<file path="src/rtl/tga_pkg.sv">
`timescale 1ns / 1ps

package tga_pkg;

  typedef enum logic [2:0] {
    PH_HEADER,
    PH_SKIP,
    PH_PACKET,
    PH_PIXEL,
    PH_STOP
  } phase_e;

  typedef enum logic [1:0] {
    DIV_IDLE,
    DIV_HI,
    DIV_LO
  } div_state_e;

  localparam logic KIND_RUN   = 1'b0;
  localparam logic KIND_ERROR = 1'b1;

  localparam logic [1:0] ERR_NONE   = 2'd0;
  localparam logic [1:0] ERR_TYPE   = 2'd1;
  localparam logic [1:0] ERR_FORMAT = 2'd2;

  localparam logic [7:0] TYPE_RAW       = 8'd2;
  localparam logic [7:0] TYPE_RLE       = 8'd10;
  localparam logic [7:0] DEPTH_24       = 8'd24;
  localparam logic [7:0] DEPTH_32       = 8'd32;
  localparam logic [7:0] ALPHA_OPAQUE   = 8'd255;
  localparam logic [7:0] RLE_COUNT_MASK = 8'h7f;

  localparam logic [4:0] HDR_ID_LEN    = 5'd0;
  localparam logic [4:0] HDR_CMAP      = 5'd1;
  localparam logic [4:0] HDR_TYPE      = 5'd2;
  localparam logic [4:0] HDR_WIDTH_LO  = 5'd12;
  localparam logic [4:0] HDR_WIDTH_HI  = 5'd13;
  localparam logic [4:0] HDR_HEIGHT_LO = 5'd14;
  localparam logic [4:0] HDR_HEIGHT_HI = 5'd15;
  localparam logic [4:0] HDR_DEPTH     = 5'd16;
  localparam logic [4:0] HDR_LAST      = 5'd17;

  typedef struct packed {
    logic [7:0] byte_value;
    logic       start_of_file;
  } byte_t;

  typedef struct packed {
    logic        kind;
    logic [1:0]  error_code;
    logic [7:0]  red;
    logic [7:0]  green;
    logic [7:0]  blue;
    logic [7:0]  alpha;
    logic [15:0] start_column;
    logic [15:0] start_row;
    logic [7:0]  run_count;
    logic        image_done;
  } run_t;

  typedef struct packed {
    logic       load;
    logic       emit;
    logic       cancel;
    logic [7:0] n;
  } pos_ctl_t;

  typedef struct packed {
    logic        busy;
    logic        done;
    logic [7:0]  cnt;
    logic [15:0] col;
    logic [15:0] row;
  } pos_stat_t;

endpackage

</file>
<file path="src/rtl/tga_if.sv">
`timescale 1ns / 1ps

interface tga_byte_if;
  import tga_pkg::*;
  logic  valid;
  logic  ready;
  byte_t data;
  modport source (output valid, output data, input ready);
  modport sink (input valid, input data, output ready);
endinterface

interface tga_run_if;
  import tga_pkg::*;
  logic valid;
  logic ready;
  run_t data;
  modport source (output valid, output data, input ready);
  modport sink (input valid, input data, output ready);
endinterface

</file>
<file path="src/rtl/tga_pos_track.sv">
`timescale 1ns / 1ps

module tga_pos_track (
  input  logic                clk_i,
  input  logic                rst_ni,
  input  tga_pkg::pos_ctl_t   ctl_i,
  input  logic [15:0]         width_i,
  input  logic [15:0]         height_i,
  output tga_pkg::pos_stat_t  stat_o
);
  import tga_pkg::*;

  localparam int unsigned DivStepsPerCycle = 4;

  div_state_e  st_q, st_d;
  logic [31:0] rem_q, rem_d;
  logic [15:0] col_q, col_d;
  logic [15:0] row_q, row_d;
  logic [16:0] work_q, work_d;
  logic [7:0]  quo_q, quo_d;

  logic        done;
  logic [7:0]  cnt;
  logic [16:0] work;
  logic [7:0]  quo;
  logic [2:0]  bit_idx;
  logic [23:0] dvs;
  logic [31:0] area;

  assign done = rem_q <= {24'd0, ctl_i.n};
  assign cnt  = done ? rem_q[7:0] : ctl_i.n;
  assign area = {16'd0, width_i} * {16'd0, height_i};

  // restoring divide of column + count by width, four quotient bits a cycle
  always_comb begin
    work    = work_q;
    quo     = quo_q;
    bit_idx = '0;
    dvs     = '0;
    for (int k = 0; k < DivStepsPerCycle; k++) begin
      bit_idx = {(st_q == DIV_HI), 2'(3 - k)};
      dvs     = {8'd0, width_i} << bit_idx;
      if ({7'd0, work} >= dvs) begin
        work         = work - dvs[16:0];
        quo[bit_idx] = 1'b1;
      end
    end
  end

  always_comb begin
    st_d   = st_q;
    rem_d  = rem_q;
    col_d  = col_q;
    row_d  = row_q;
    work_d = work_q;
    quo_d  = quo_q;
    case (st_q)
      DIV_HI: begin
        work_d = work;
        quo_d  = quo;
        st_d   = DIV_LO;
      end
      DIV_LO: begin
        col_d = work[15:0];
        row_d = row_q - {8'd0, quo};
        st_d  = DIV_IDLE;
      end
      default: ;
    endcase
    if (ctl_i.emit && !done) begin
      rem_d  = rem_q - {24'd0, cnt};
      work_d = {1'b0, col_q} + {9'd0, cnt};
      quo_d  = '0;
      st_d   = DIV_HI;
    end
    if (ctl_i.load) begin
      rem_d = area;
      row_d = height_i - 16'd1;
      col_d = '0;
      st_d  = DIV_IDLE;
    end
    if (ctl_i.cancel) begin
      st_d = DIV_IDLE;
    end
  end

  always_ff @(posedge clk_i or negedge rst_ni) begin
    if (!rst_ni) begin
      st_q  <= DIV_IDLE;
      rem_q <= '0;
      col_q <= '0;
      row_q <= '0;
    end else begin
      st_q  <= st_d;
      rem_q <= rem_d;
      col_q <= col_d;
      row_q <= row_d;
    end
  end

  always_ff @(posedge clk_i) begin
    work_q <= work_d;
    quo_q  <= quo_d;
  end

  assign stat_o.busy = st_q != DIV_IDLE;
  assign stat_o.done = done;
  assign stat_o.cnt  = cnt;
  assign stat_o.col  = col_q;
  assign stat_o.row  = row_q;

endmodule

</file>
<file path="src/rtl/tga_parser.sv">
`timescale 1ns / 1ps

module tga_parser (
  input  logic                clk_i,
  input  logic                rst_ni,
  input  logic                in_acc_i,
  input  tga_pkg::byte_t      in_data_i,
  input  tga_pkg::pos_stat_t  pos_i,
  output tga_pkg::pos_ctl_t   pos_o,
  output logic [15:0]         width_o,
  output logic [15:0]         height_o,
  output logic                res_valid_o,
  output tga_pkg::run_t       res_o
);
  import tga_pkg::*;

  phase_e      phase_q, phase_d, e_phase;
  logic [4:0]  idx_q, idx_d, e_idx;
  logic [7:0]  id_q, id_d, e_id;
  logic [7:0]  cmap_q, cmap_d, e_cmap;
  logic [7:0]  type_q, type_d, e_type;
  logic [15:0] width_q, width_d, e_width;
  logic [15:0] height_q, height_d, e_height;
  logic [7:0]  depth_q, depth_d, e_depth;
  logic [7:0]  skip_q, skip_d, e_skip;
  logic [7:0]  pleft_q, pleft_d, e_pleft;
  logic        run_q, run_d, e_run;
  logic [1:0]  bip_q, bip_d, e_bip;
  logic [31:0] hold_q, hold_d, e_hold;

  logic        sof;
  logic [7:0]  b;
  logic [1:0]  last_bip;
  logic [31:0] color;
  logic        bad_type;
  logic        bad_fmt;

  assign sof = in_data_i.start_of_file;
  assign b   = in_data_i.byte_value;

  // start of file clears the parser before this byte is parsed
  always_comb begin
    e_phase  = sof ? PH_HEADER : phase_q;
    e_idx    = sof ? '0 : idx_q;
    e_id     = sof ? '0 : id_q;
    e_cmap   = sof ? '0 : cmap_q;
    e_type   = sof ? '0 : type_q;
    e_width  = sof ? '0 : width_q;
    e_height = sof ? '0 : height_q;
    e_depth  = sof ? '0 : depth_q;
    e_skip   = sof ? '0 : skip_q;
    e_pleft  = sof ? '0 : pleft_q;
    e_run    = sof ? '0 : run_q;
    e_bip    = sof ? '0 : bip_q;
    e_hold   = sof ? '0 : hold_q;
  end

  assign last_bip = (e_depth == DEPTH_32) ? 2'd3 : 2'd2;
  assign color    = ((e_bip == 2'd0) ? 32'd0 : e_hold) | (32'(b) << {e_bip, 3'b000});
  assign bad_type = (e_type != TYPE_RAW) && (e_type != TYPE_RLE);
  assign bad_fmt  = (e_cmap != 8'd0) || ((e_depth != DEPTH_24) && (e_depth != DEPTH_32));

  always_comb begin
    phase_d     = phase_q;
    idx_d       = idx_q;
    id_d        = id_q;
    cmap_d      = cmap_q;
    type_d      = type_q;
    width_d     = width_q;
    height_d    = height_q;
    depth_d     = depth_q;
    skip_d      = skip_q;
    pleft_d     = pleft_q;
    run_d       = run_q;
    bip_d       = bip_q;
    hold_d      = hold_q;
    pos_o       = '0;
    res_valid_o = 1'b0;
    res_o       = '0;
    if (in_acc_i) begin
      phase_d      = e_phase;
      idx_d        = e_idx;
      id_d         = e_id;
      cmap_d       = e_cmap;
      type_d       = e_type;
      width_d      = e_width;
      height_d     = e_height;
      depth_d      = e_depth;
      skip_d       = e_skip;
      pleft_d      = e_pleft;
      run_d        = e_run;
      bip_d        = e_bip;
      hold_d       = e_hold;
      pos_o.cancel = sof;
      case (e_phase)
        PH_HEADER: begin
          idx_d = e_idx + 5'd1;
          case (e_idx)
            HDR_ID_LEN:    id_d = b;
            HDR_CMAP:      cmap_d = b;
            HDR_TYPE:      type_d = b;
            HDR_WIDTH_LO:  width_d = {e_width[15:8], b};
            HDR_WIDTH_HI:  width_d = {b, e_width[7:0]};
            HDR_HEIGHT_LO: height_d = {e_height[15:8], b};
            HDR_HEIGHT_HI: height_d = {b, e_height[7:0]};
            HDR_DEPTH:     depth_d = b;
            default: ;
          endcase
          if (e_idx == HDR_LAST) begin
            if (bad_type || bad_fmt) begin
              res_valid_o      = 1'b1;
              res_o.kind       = KIND_ERROR;
              res_o.error_code = bad_type ? ERR_TYPE : ERR_FORMAT;
              phase_d          = PH_STOP;
            end else if ((e_width == 16'd0) || (e_height == 16'd0)) begin
              phase_d = PH_STOP;
            end else begin
              pos_o.load = 1'b1;
              if (e_id != 8'd0) begin
                skip_d  = e_id;
                phase_d = PH_SKIP;
              end else begin
                bip_d   = '0;
                pleft_d = '0;
                run_d   = 1'b0;
                phase_d = (e_type == TYPE_RLE) ? PH_PACKET : PH_PIXEL;
              end
            end
          end
        end
        PH_SKIP: begin
          skip_d = e_skip - 8'd1;
          if (e_skip == 8'd1) begin
            bip_d   = '0;
            pleft_d = '0;
            run_d   = 1'b0;
            phase_d = (e_type == TYPE_RLE) ? PH_PACKET : PH_PIXEL;
          end
        end
        PH_PACKET: begin
          pleft_d = (b & RLE_COUNT_MASK) + 8'd1;
          run_d   = b[7];
          bip_d   = '0;
          phase_d = PH_PIXEL;
        end
        PH_PIXEL: begin
          hold_d = color;
          if (e_bip != last_bip) begin
            bip_d = e_bip + 2'd1;
          end else begin
            bip_d   = '0;
            pos_o.n = 8'd1;
            if (e_type == TYPE_RLE) begin
              if (e_run) begin
                pos_o.n = e_pleft;
                pleft_d = '0;
              end else begin
                pleft_d = e_pleft - 8'd1;
              end
            end
            pos_o.emit         = 1'b1;
            res_valid_o        = 1'b1;
            res_o.kind         = KIND_RUN;
            res_o.error_code   = ERR_NONE;
            res_o.red          = color[23:16];
            res_o.green        = color[15:8];
            res_o.blue         = color[7:0];
            res_o.alpha        = (e_depth == DEPTH_24) ? ALPHA_OPAQUE : color[31:24];
            res_o.start_column = pos_i.col;
            res_o.start_row    = pos_i.row;
            res_o.run_count    = pos_i.cnt;
            res_o.image_done   = pos_i.done;
            if (pos_i.done) begin
              phase_d = PH_STOP;
            end else if ((e_type == TYPE_RLE) && (pleft_d == 8'd0)) begin
              phase_d = PH_PACKET;
            end
          end
        end
        default: ;
      endcase
    end
  end

  always_ff @(posedge clk_i or negedge rst_ni) begin
    if (!rst_ni) begin
      phase_q  <= PH_HEADER;
      idx_q    <= '0;
      id_q     <= '0;
      cmap_q   <= '0;
      type_q   <= '0;
      width_q  <= '0;
      height_q <= '0;
      depth_q  <= '0;
      skip_q   <= '0;
      pleft_q  <= '0;
      run_q    <= 1'b0;
      bip_q    <= '0;
      hold_q   <= '0;
    end else begin
      phase_q  <= phase_d;
      idx_q    <= idx_d;
      id_q     <= id_d;
      cmap_q   <= cmap_d;
      type_q   <= type_d;
      width_q  <= width_d;
      height_q <= height_d;
      depth_q  <= depth_d;
      skip_q   <= skip_d;
      pleft_q  <= pleft_d;
      run_q    <= run_d;
      bip_q    <= bip_d;
      hold_q   <= hold_d;
    end
  end

  assign width_o  = width_q;
  assign height_o = height_q;

endmodule

</file>
<file path="src/rtl/tga_out_skid.sv">
`timescale 1ns / 1ps

module tga_out_skid (
  input  logic           clk_i,
  input  logic           rst_ni,
  input  logic           push_i,
  input  tga_pkg::run_t  push_data_i,
  output logic           ready_o,
  output logic           out_valid_o,
  output tga_pkg::run_t  out_data_o,
  input  logic           out_ready_i
);
  import tga_pkg::*;

  logic main_valid_q, main_valid_d;
  logic skid_valid_q, skid_valid_d;
  run_t main_q, main_d;
  run_t skid_q, skid_d;
  logic pop;

  assign pop = main_valid_q && out_ready_i;

  always_comb begin
    main_valid_d = main_valid_q;
    skid_valid_d = skid_valid_q;
    main_d       = main_q;
    skid_d       = skid_q;
    if (main_valid_q && !pop) begin
      if (push_i) begin
        skid_valid_d = 1'b1;
        skid_d       = push_data_i;
      end
    end else if (skid_valid_q) begin
      main_valid_d = 1'b1;
      main_d       = skid_q;
      skid_valid_d = push_i;
      skid_d       = push_data_i;
    end else begin
      main_valid_d = push_i;
      main_d       = push_data_i;
    end
  end

  always_ff @(posedge clk_i or negedge rst_ni) begin
    if (!rst_ni) begin
      main_valid_q <= 1'b0;
      skid_valid_q <= 1'b0;
    end else begin
      main_valid_q <= main_valid_d;
      skid_valid_q <= skid_valid_d;
    end
  end

  always_ff @(posedge clk_i) begin
    main_q <= main_d;
    skid_q <= skid_d;
  end

  assign ready_o     = !skid_valid_q;
  assign out_valid_o = main_valid_q;
  assign out_data_o  = main_q;

endmodule

</file>
<file path="src/rtl/tga_image_stream_decoder.sv">
`timescale 1ns / 1ps

// TGA byte stream decoder for 24/32-bit raw (type 2) and RLE (type 10) images.
// in_i  : one file byte per transaction; start_of_file restarts the parser
//         on that byte, which is taken as header byte 0.
// out_o : one transaction per decoded pixel or RLE run (RGBA, start column,
//         destination row counting down from height-1, run count, done flag),
//         or one error transaction for an unsupported header.
// A result is registered in the output buffer before it is valid on out_o.
// Throughput: one byte per cycle while in_i.ready is high. Results come
// at most every third byte; the row/column update after a run is a
// four-bit-per-cycle divide by the image width that finishes within the
// next pixel's bytes.
// Reset: parser waits for header byte 0, the output buffer is empty.
// Stall: results sit in a two-entry output buffer; in_i.ready drops only
// while both entries are full and returns once out_o takes one.
// After an error, an empty image or the last pixel, bytes are consumed and
// dropped until the next start_of_file.
module tga_image_stream_decoder (
  input  logic         clk_i,
  input  logic         rst_ni,
  tga_byte_if.sink     in_i,
  tga_run_if.source    out_o
);
  import tga_pkg::*;

  logic        in_ready;
  logic        in_acc;
  logic        res_valid;
  run_t        res;
  pos_ctl_t    pos_ctl;
  pos_stat_t   pos_stat;
  logic [15:0] width;
  logic [15:0] height;

  assign in_acc     = in_i.valid && in_ready;
  assign in_i.ready = in_ready;

  tga_parser u_parser (
    .clk_i       (clk_i),
    .rst_ni      (rst_ni),
    .in_acc_i    (in_acc),
    .in_data_i   (in_i.data),
    .pos_i       (pos_stat),
    .pos_o       (pos_ctl),
    .width_o     (width),
    .height_o    (height),
    .res_valid_o (res_valid),
    .res_o       (res)
  );

  tga_pos_track u_pos_track (
    .clk_i    (clk_i),
    .rst_ni   (rst_ni),
    .ctl_i    (pos_ctl),
    .width_i  (width),
    .height_i (height),
    .stat_o   (pos_stat)
  );

  tga_out_skid u_out_skid (
    .clk_i       (clk_i),
    .rst_ni      (rst_ni),
    .push_i      (res_valid),
    .push_data_i (res),
    .ready_o     (in_ready),
    .out_valid_o (out_o.valid),
    .out_data_o  (out_o.data),
    .out_ready_i (out_o.ready)
  );

  a_emit_not_busy: assert property (@(posedge clk_i) disable iff (!rst_ni)
    pos_ctl.emit |-> !pos_stat.busy)
    else $error("run emitted while position update in flight");

  a_stall_only_full: assert property (@(posedge clk_i) disable iff (!rst_ni)
    !in_i.ready |-> out_o.valid)
    else $error("input stalled with empty output register");

  a_run_count: assert property (@(posedge clk_i) disable iff (!rst_ni)
    (out_o.valid && (out_o.data.kind == KIND_RUN)) |-> (out_o.data.run_count != 8'd0))
    else $error("pixel run with zero count");

  a_error_code: assert property (@(posedge clk_i) disable iff (!rst_ni)
    (out_o.valid && (out_o.data.kind == KIND_ERROR)) |->
      (out_o.data.error_code != ERR_NONE && out_o.data.run_count == 8'd0))
    else $error("malformed error result");

endmodule

</file>
<file path="src/flat_wrapper.sv">
// flat-port wrapper written by rule: the top's interface ports become plain ports
module tga_image_stream_decoder_flat import tga_pkg::*;
  (clk_i, rst_ni, in_i_valid, in_i_data, in_i_ready, out_o_valid, out_o_data, out_o_ready);
  tga_byte_if in_i_i ();
  tga_run_if out_o_i ();
  input  logic clk_i;
  input  logic rst_ni;
  input wire logic [$bits(in_i_i.valid)-1:0] in_i_valid;
  input wire logic [$bits(in_i_i.data)-1:0] in_i_data;
  output wire logic [$bits(in_i_i.ready)-1:0] in_i_ready;
  output wire logic [$bits(out_o_i.valid)-1:0] out_o_valid;
  output wire logic [$bits(out_o_i.data)-1:0] out_o_data;
  input wire logic [$bits(out_o_i.ready)-1:0] out_o_ready;
  assign in_i_i.valid = in_i_valid;
  assign in_i_i.data = in_i_data;
  assign in_i_ready = in_i_i.ready;
  assign out_o_valid = out_o_i.valid;
  assign out_o_data = out_o_i.data;
  assign out_o_i.ready = out_o_ready;
  tga_image_stream_decoder u_core (.clk_i(clk_i), .rst_ni(rst_ni), .in_i(in_i_i), .out_o(out_o_i));
endmodule
</file>
<file path="config.mk">
export PLATFORM = sky130hd
export DESIGN_NAME = tga_image_stream_decoder_flat
export DESIGN_NICKNAME = d
export VERILOG_FILES = /design/src/rtl/tga_pkg.sv /design/src/rtl/tga_if.sv /design/src/rtl/tga_pos_track.sv /design/src/rtl/tga_parser.sv /design/src/rtl/tga_out_skid.sv /design/src/rtl/tga_image_stream_decoder.sv /design/src/flat_wrapper.sv
export SDC_FILE = /design/constraint.sdc
export NUM_CORES = 2
export LEC_CHECK = 0
export ABC_CLOCK_PERIOD_IN_PS = 16470
export CAP_MARGIN = 20
export CORE_ASPECT_RATIO = 0.75
export CORE_MARGIN = 3
export CORE_UTILIZATION = 45
export CTS_BUF_LIST = sky130_fd_sc_hd__clkbuf_16
export DETAILED_ROUTE_END_ITERATION = 12
export DONT_BUFFER_PORTS = 1
export SYNTH_ARGS = -nofsm -noshare
export SYNTH_HDL_FRONTEND = slang
export SYNTH_SLANG_ARGS = --single-unit
</file>
<file path="constraint.sdc">
create_clock -name clk_i -period 16.47 [get_ports clk_i]
set_clock_uncertainty 0.2 [all_clocks]
set_input_delay 4.941 -clock clk_i [delete_from_list [all_inputs] [get_ports clk_i]]
set_output_delay 4.941 -clock clk_i [all_outputs]
set_load 0.02 [all_outputs]
</file>
# Yosys cells after proc, flatten, opt, wreduce, memory -nomap -nowiden
# Index checks and enable logic that the tools add are counted.
# totals
elab_cells	261
ff_bits	368
# classes
n_reduce_logical	31
n_mul	1
order_cmp	13
shifts	5
bitwise	5
n_eq_ne	23
n_mux	129
addsub	13
# ops
cell	n
$mux 76	5
$mux 8	39
$mux 32	5
$mux 73	2
$mux 16	8
$mux 17	6
$ge 17x24->1	4
$shl 16x3->24	4
$sub 17x17->17	4
$pmux 16 s2	2
$le 32x8->1	1
$logic_not 16->1	2
$mul 16x16->32	1
$or 32x32->32	1
$pmux 8 s4	1
$shl 8x5->32	1
$sub 32x8->32	1
$mux 3	10
$mux 1	25
$mux 2	12
$eq 5x4->1 const B	4
$add 16x8->17	1
$lt 3x4->1 const B	4
$pmux 8 s2	1
48 further kinds	76

# Depth between registers and ports, before layout
# depth
depth_word	16
mapped_depth	67
mapped_depth_nobuf	61

# Modules after synthesis
# From an unflattened synthesis, not the netlist that was laid out.
# hier_totals
cells_unflattened	3134
area_unflattened_um2	30483.0
# modules_own_cells
module	area_per_inst_um2	instances	cells_each
tga_pos_track	17958.5	1	2153
tga_parser	6905.4	1	735
tga_out_skid	5612.9	1	245
tga_image_stream_decoder	6.3	1	1

# Worst setup path after synthesis
# No wires, ideal clock.
# synth_path
path_kind	reg2reg
start	register u_core.u_pos_track.st_q[1]
end	register u_core.u_pos_track.row_q[6]
setup_ps	126
slack_ps	3428
arrival_ps	12715
path_stages_with_launch	65
cell_sequence	dfrtp_1 inv_1 ha_1 buf_4 clkbuf_1 buf_1 mux2i_1 ha_1 a21oi_1 nor2b_1 o32ai_1 nand2_1 maj3_1 a21o_1 a21o_1 a21o_1 a21oi_1 xnor2_1 [... 29 more ...] o21bai_1 a21oi_1 o21ai_0 o31ai_1 o31ai_2 nand2_2 buf_2 o21bai_1 ha_1 fa_1 nor2b_1 o21ai_0 nand2b_1 and3_1 o211ai_1 nand2_1 mux2i_1 a311o_1
# synth_rtl
element	line_no	source
start: declaration	tga_pos_track.sv:15	div_state_e st_q, st_d;
start signal: assignment	tga_pos_track.sv:94	st_q <= st_d;
$eq 2x1->1 (*)	tga_pos_track.sv:41	bit_idx = {(st_q == DIV_HI), 2'(3 - k)};
$shl 16x3->24	tga_pos_track.sv:42	dvs = {8'd0, width_i} << bit_idx;
$ge 17x24->1 / $sub 17x17->17 (equally long branches)	tga_pos_track.sv:43, tga_pos_track.sv:44	
$mux 17 / $mux 8 (equally long branches)	tga_pos_track.sv:43	if ({7'd0, work} >= dvs) begin
$ge 17x24->1, or another cell as far along	tga_pos_track.sv:43	
$mux 17 / $mux 8 (equally long branches)	tga_pos_track.sv:43	
$ge 17x24->1, or another cell as far along	tga_pos_track.sv:43	
$mux 17 / $mux 8 (equally long branches)	tga_pos_track.sv:43	
$ge 17x24->1 / $or 8x5->8 (equally long branches)	--	
$mux 8 (*)	tga_pos_track.sv:43	
named net u_core.u_pos_track.quo[0]	tga_pos_track.sv:25	logic [7:0] quo;
$sub 16x8->16 (*)	tga_pos_track.sv:65	row_d = row_q - {8'd0, quo};
$mux 16 (*)	tga_pos_track.sv:57	case (st_q)
$mux 16 (*)	tga_pos_track.sv:76	if (ctl_i.load) begin
end signal: assignment	tga_pos_track.sv:97	row_q <= row_d;
end: declaration	tga_pos_track.sv:18	logic [15:0] row_q, row_d;
# Mark *: on every way through the listed nets, which the timed path passes. The rest lies on a longest branch. The select of a mux whose other input is x is not followed.
# A chain may end at the register's enable or synchronous reset.

# Worst setup path after layout
# Same ends and word-level chain as after synthesis.

==> flow_summary_export.csv <==
group,metric,value,unit
global_route,grt_usage,24.79,%
synthesis,synth_top_area_cell,"edfxtp_1",
status,status,"completed",
placement,place_congestion,0.8714,
power,pwr-share-clk,36.6,%
sta,fin_crit,15.11,ns
cells_and_area,syn_to_final_growth,7.200,%
floorplanning,io-pin-count,91,
power,seqPwrFrac,45.6,%
min_path,hold_end,"u_core.u_pos_track.quo_q[2]",
sta,rsz0062_at_grt,"false",
cells_and_area,fin_util,49.26,%
floorplanning,dieHeight,227.8,um
global_route,antenna_found_initial,1,
clock_network,cts.path.max_buffers,3,
synthesis,synth_area_leaders,"edfxtp_1 (17%), dfrtp_1 (16%), fa_1 (13%)",
route,vias,23150,
sta,fin_setup_tns,0,ns
power,power.leakage,0.01487,uW
global_route,grt_pass1_vias,23340,
clock_network,clkTransAtPathRegs,0.06,ns
cells_and_area,final_nets,3442,
route,routed_via_density,5.905,
synthesis,synth_top_area_share,17.19,%
synthesis,seq_area_frac_synth,33.92,%
synthesis,syn_area,29530,sq um
sta,drv_slew,0,
synthesis,muxShareOfSynthArea,1.521,%
global_route,grt_max_degree,192,
setup_path,cp_slowest_cell,"mux2i_1",
clock_network,ctsResizeCount,0,
power,power,2457,uW
sta,max_freq,66.17,MHz
clock_network,cts_tree,"done",
setup_path,worstReg2RegEnd,"u_core.u_pos_track.row_q[6]",
sta,worst_pin_slew,1.080,ns
floorplanning,die_area,68760,sq um
power,p_int,1713,uW
synthesis,synth_compound_area_share,16.73,%
synthesis,synthArstFlopShare,51.90,%
setup_path,crit_buf_inv,3,
min_path,min-delay-start,"u_core.u_pos_track.quo_q[2]",
setup_path,cp.arrival,15.39,ns
route,drcViolationCount,0,
cells_and_area,final_layout_size_suffix_gt1_share,4.938,%
synthesis,synth_top_family_by_area,"adder cells",
placement,hpwl,61.44,mm
setup_path,reg2reg_setup_slack,1.36,ns
clock_network,clock_sinks,368,
clock_network,numCtsBuffers,40,
global_route,overflow,0,
floorplanning,fp.dieW,301.8,um
placement,io_buffer_count,0,
route,ant_nets,0,
route,drt_iter0_drc,1734,
global_route,grt_pass1_wl,135.5,mm
synthesis,synth-seq-cells,368,
synthesis,ys_dominant_reg_cell,"dfrtp_1",
floorplanning,rows,80,
min_path,hold_depth,1,
synthesis,synth_edf_count,169,
setup_path,worst_path_largest_cell_delay,0.61,ns
power,p_comb_share,17.8,%
setup_path,r2r-start,"u_core.u_pos_track.st_q[1]",
synthesis,yosysMostFrequentCell,"nand2_1",
min_path,hold_class,"register to register",
setup_path,critical_path_required,16.75,ns
power,p_sw_share,30.29,%
route,routed_wl,84.39,mm
route,route.detailed.wl_per_inst,21.53,um
setup_path,critPathTopFamily,"compound AO/OA/AOI/OAI gates",
synthesis,postSynthCellCount,3106,
clock_network,cts_setup_buffers,0,
synthesis,ys_warn_count,0,
floorplanning,start_util,45.95,%
route,drt_first_pass_iters,5,
synthesis,synthTopCellsByCount,"nand2_1 (378), inv_1 (281), ha_1 (204), nor2_1 (204), fa_1 (198)",
setup_path,end_kind,"register",
sta,hold_violations,0,
sta,fin_crit_sh,91.76,%
synthesis,synth.distinct_cells,96,
synthesis,syn_avg_cell_area,9.506,sq um
synthesis,synth-simple-area-share,15.68,%
setup_path,r2r.worst_path.cells,59,
clock_network,htree_levels,2,
clock_network,clockRootBuffer,"clkbuf_16",
synthesis,synth_nets,3521,
synthesis,synthXorXnorAreaFrac,4.153,%
power,max-vdd-ir-drop,0.07509,mV
setup_path,critPathKind,"register to register",
floorplanning,core_region_area,64260,sq um
clock_network,ctsHoldBuffers,0,
synthesis,synth_fa_ha_area_share,22.17,%
flow_run,drv_cap,0,
sta,slew_headroom,27.99,%
setup_path,setup.worst_path.start_class,"register",
clock_network,insertion_delay,0.59,ns
setup_path,worst-path-max-fanout,29,
power,p_switching,744.3,uW
sta,finalSetupViolCount,0,
power,p_per_area,77.62,nW/um^2
layout make-up:
class / count / area (sq um)
Antenna cell: 1 / 2.502
Clock buffer: 40 / 1001
Clock inverter: 33 / 287.8
Fill cell: 6062 / 32610
Inverter: 283 / 1062
Multi-Input combinational cell: 2285 / 17810
Sequential cell: 368 / 10020
Tap cell: 861 / 1077
Timing Repair Buffer: 49 / 391.6
metrics by stage:
step | hold WS, ns | cells | setup WS [ns] | area (sq um)
finish | 0.2618 | 3920 | 1.357 | 31650
global route | 0.2758 | 3919 | 0.07894 | 31650
CTS | 0.2628 | 3915 | 1.455 | 31600
detailed placement | 0.2451 | 3842 | 1.524 | 30310
global placement | 0.2449 | 3841 | 1.927 | 30300
floorplan | 0.2236 | 3106 | 3.428 | 29530
layout by cell type (no fill, tap or decap), types with 13 or more instances in the layout:
| cell | netlist | layout |
|---|---|---|
| a211oi_1 | 20 | 20 |
| a21o_1 | 121 | 121 |
| a21oi_1 | 169 | 168 |
| a22o_1 | 101 | 101 |
| a22oi_1 | 30 | 30 |
| a31oi_1 | 18 | 18 |
| and2_1 | 132 | 131 |
| and3_1 | 23 | 23 |
| buf_4 | 1 | 45 |
| clkbuf_16 | 0 | 40 |
| dfrtp_1 | 191 | 190 |
| edfxtp_1 | 169 | 169 |
| fa_1 | 198 | 198 |
| ha_1 | 204 | 204 |
| inv_1 | 281 | 291 |
| mux2i_1 | 33 | 33 |
| nand2_1 | 378 | 377 |
| nand2b_1 | 24 | 24 |
| nand3_1 | 42 | 42 |
| nand4_1 | 16 | 16 |
| nor2_1 | 204 | 202 |
| nor2b_1 | 20 | 20 |
| nor3_1 | 52 | 51 |
| nor4_1 | 24 | 24 |
| o211ai_1 | 15 | 15 |
| o21ai_0 | 103 | 103 |
| o21ai_1 | 13 | 13 |
| o21bai_1 | 22 | 22 |
| or3_1 | 16 | 16 |
| xnor2_1 | 98 | 98 |
| xor2_1 | 42 | 42 |
sequential cells by signal, summed over array words and instances (netlist names), 2 cells and up:
register and count:
u_core.u_parser.id_q 8, u_core.u_parser.phase_q 3, u_core.u_parser.cmap_q 8, u_core.u_pos_track.row_q 16, u_core.u_parser.type_q 8, u_core.u_out_skid.out_data_o 76, u_core.u_parser.skip_q 8, u_core.u_parser.hold_q 32
u_core.u_parser.height_o 16, u_core.u_parser.bip_q 2, u_core.u_out_skid.skid_q 76, u_core.u_pos_track.rem_q 32, u_core.u_pos_track.quo_q 8, u_core.u_pos_track.col_q 16, u_core.u_parser.depth_q 8, u_core.u_parser.width_o 16
u_core.u_parser.pleft_q 8, u_core.u_parser.idx_q 5, u_core.u_pos_track.st_q 2, u_core.u_pos_track.work_q 17
metal layers:
layer | vias to the layer above | wire length [um] | global-route usage (%)
met4 | 2 | 1503 | 4.964
met3 | 112 | 5565 | 3.498
met1 | 11710 | 40560 | 38.27
met2 | 752 | 36750 | 37.06
met5 | - | 13 | 0
li1 | 10570 | - | -
cells by family after synthesis:
family	Yosys count
AO/OA/AOI/OAI	720
AND/OR/NAND/NOR	977
multiplexers	43
buffers and inverters	453
flip-flops	368
XOR/XNOR	140
adder cells (fa/ha/maj)	405
worst max-delay path by stage:
stage / start / endpoint / cells after the start
2_1_floorplan: u_core.u_pos_track.st_q[1] / u_core.u_pos_track.row_q[6] / 64
3_3_place_gp: u_core.u_pos_track.st_q[1] / u_core.u_pos_track.row_q[6] / 59
3_5_place_dp: u_core.u_pos_track.st_q[1] / u_core.u_pos_track.row_q[6] / 59
4_1_cts: u_core.u_pos_track.st_q[1] / u_core.u_pos_track.row_q[6] / 59
5_1_grt: u_core.u_pos_track.st_q[1] / u_core.u_pos_track.row_q[6] / 59
6_report: u_core.u_pos_track.st_q[1] / u_core.u_pos_track.row_q[6] / 59
worst register-to-register path: cells and delay by family, from the launching register on:
kind	cells	cell delay, ns
AOI/OAI and AO/OA	29	6.72
adders and majority gates	8	2.81
buffers and inverters	3	0.62
and+or+nand+nor	15	3.21
xor gates and xnor gates	1	0.13
DFF	1	0.40
muxes	3	0.90
power groups by stage:
stage	Combinational [uW]	Sequential, uW	Clock (uW)
after CTS	434	1120	919
after floorplan	355	1100	0
final	438	1120	899
after detailed placement	431	1140	0
after global routing	493	1130	956
after global placement	423	1130	0
(Power assumes the default switching activity.)
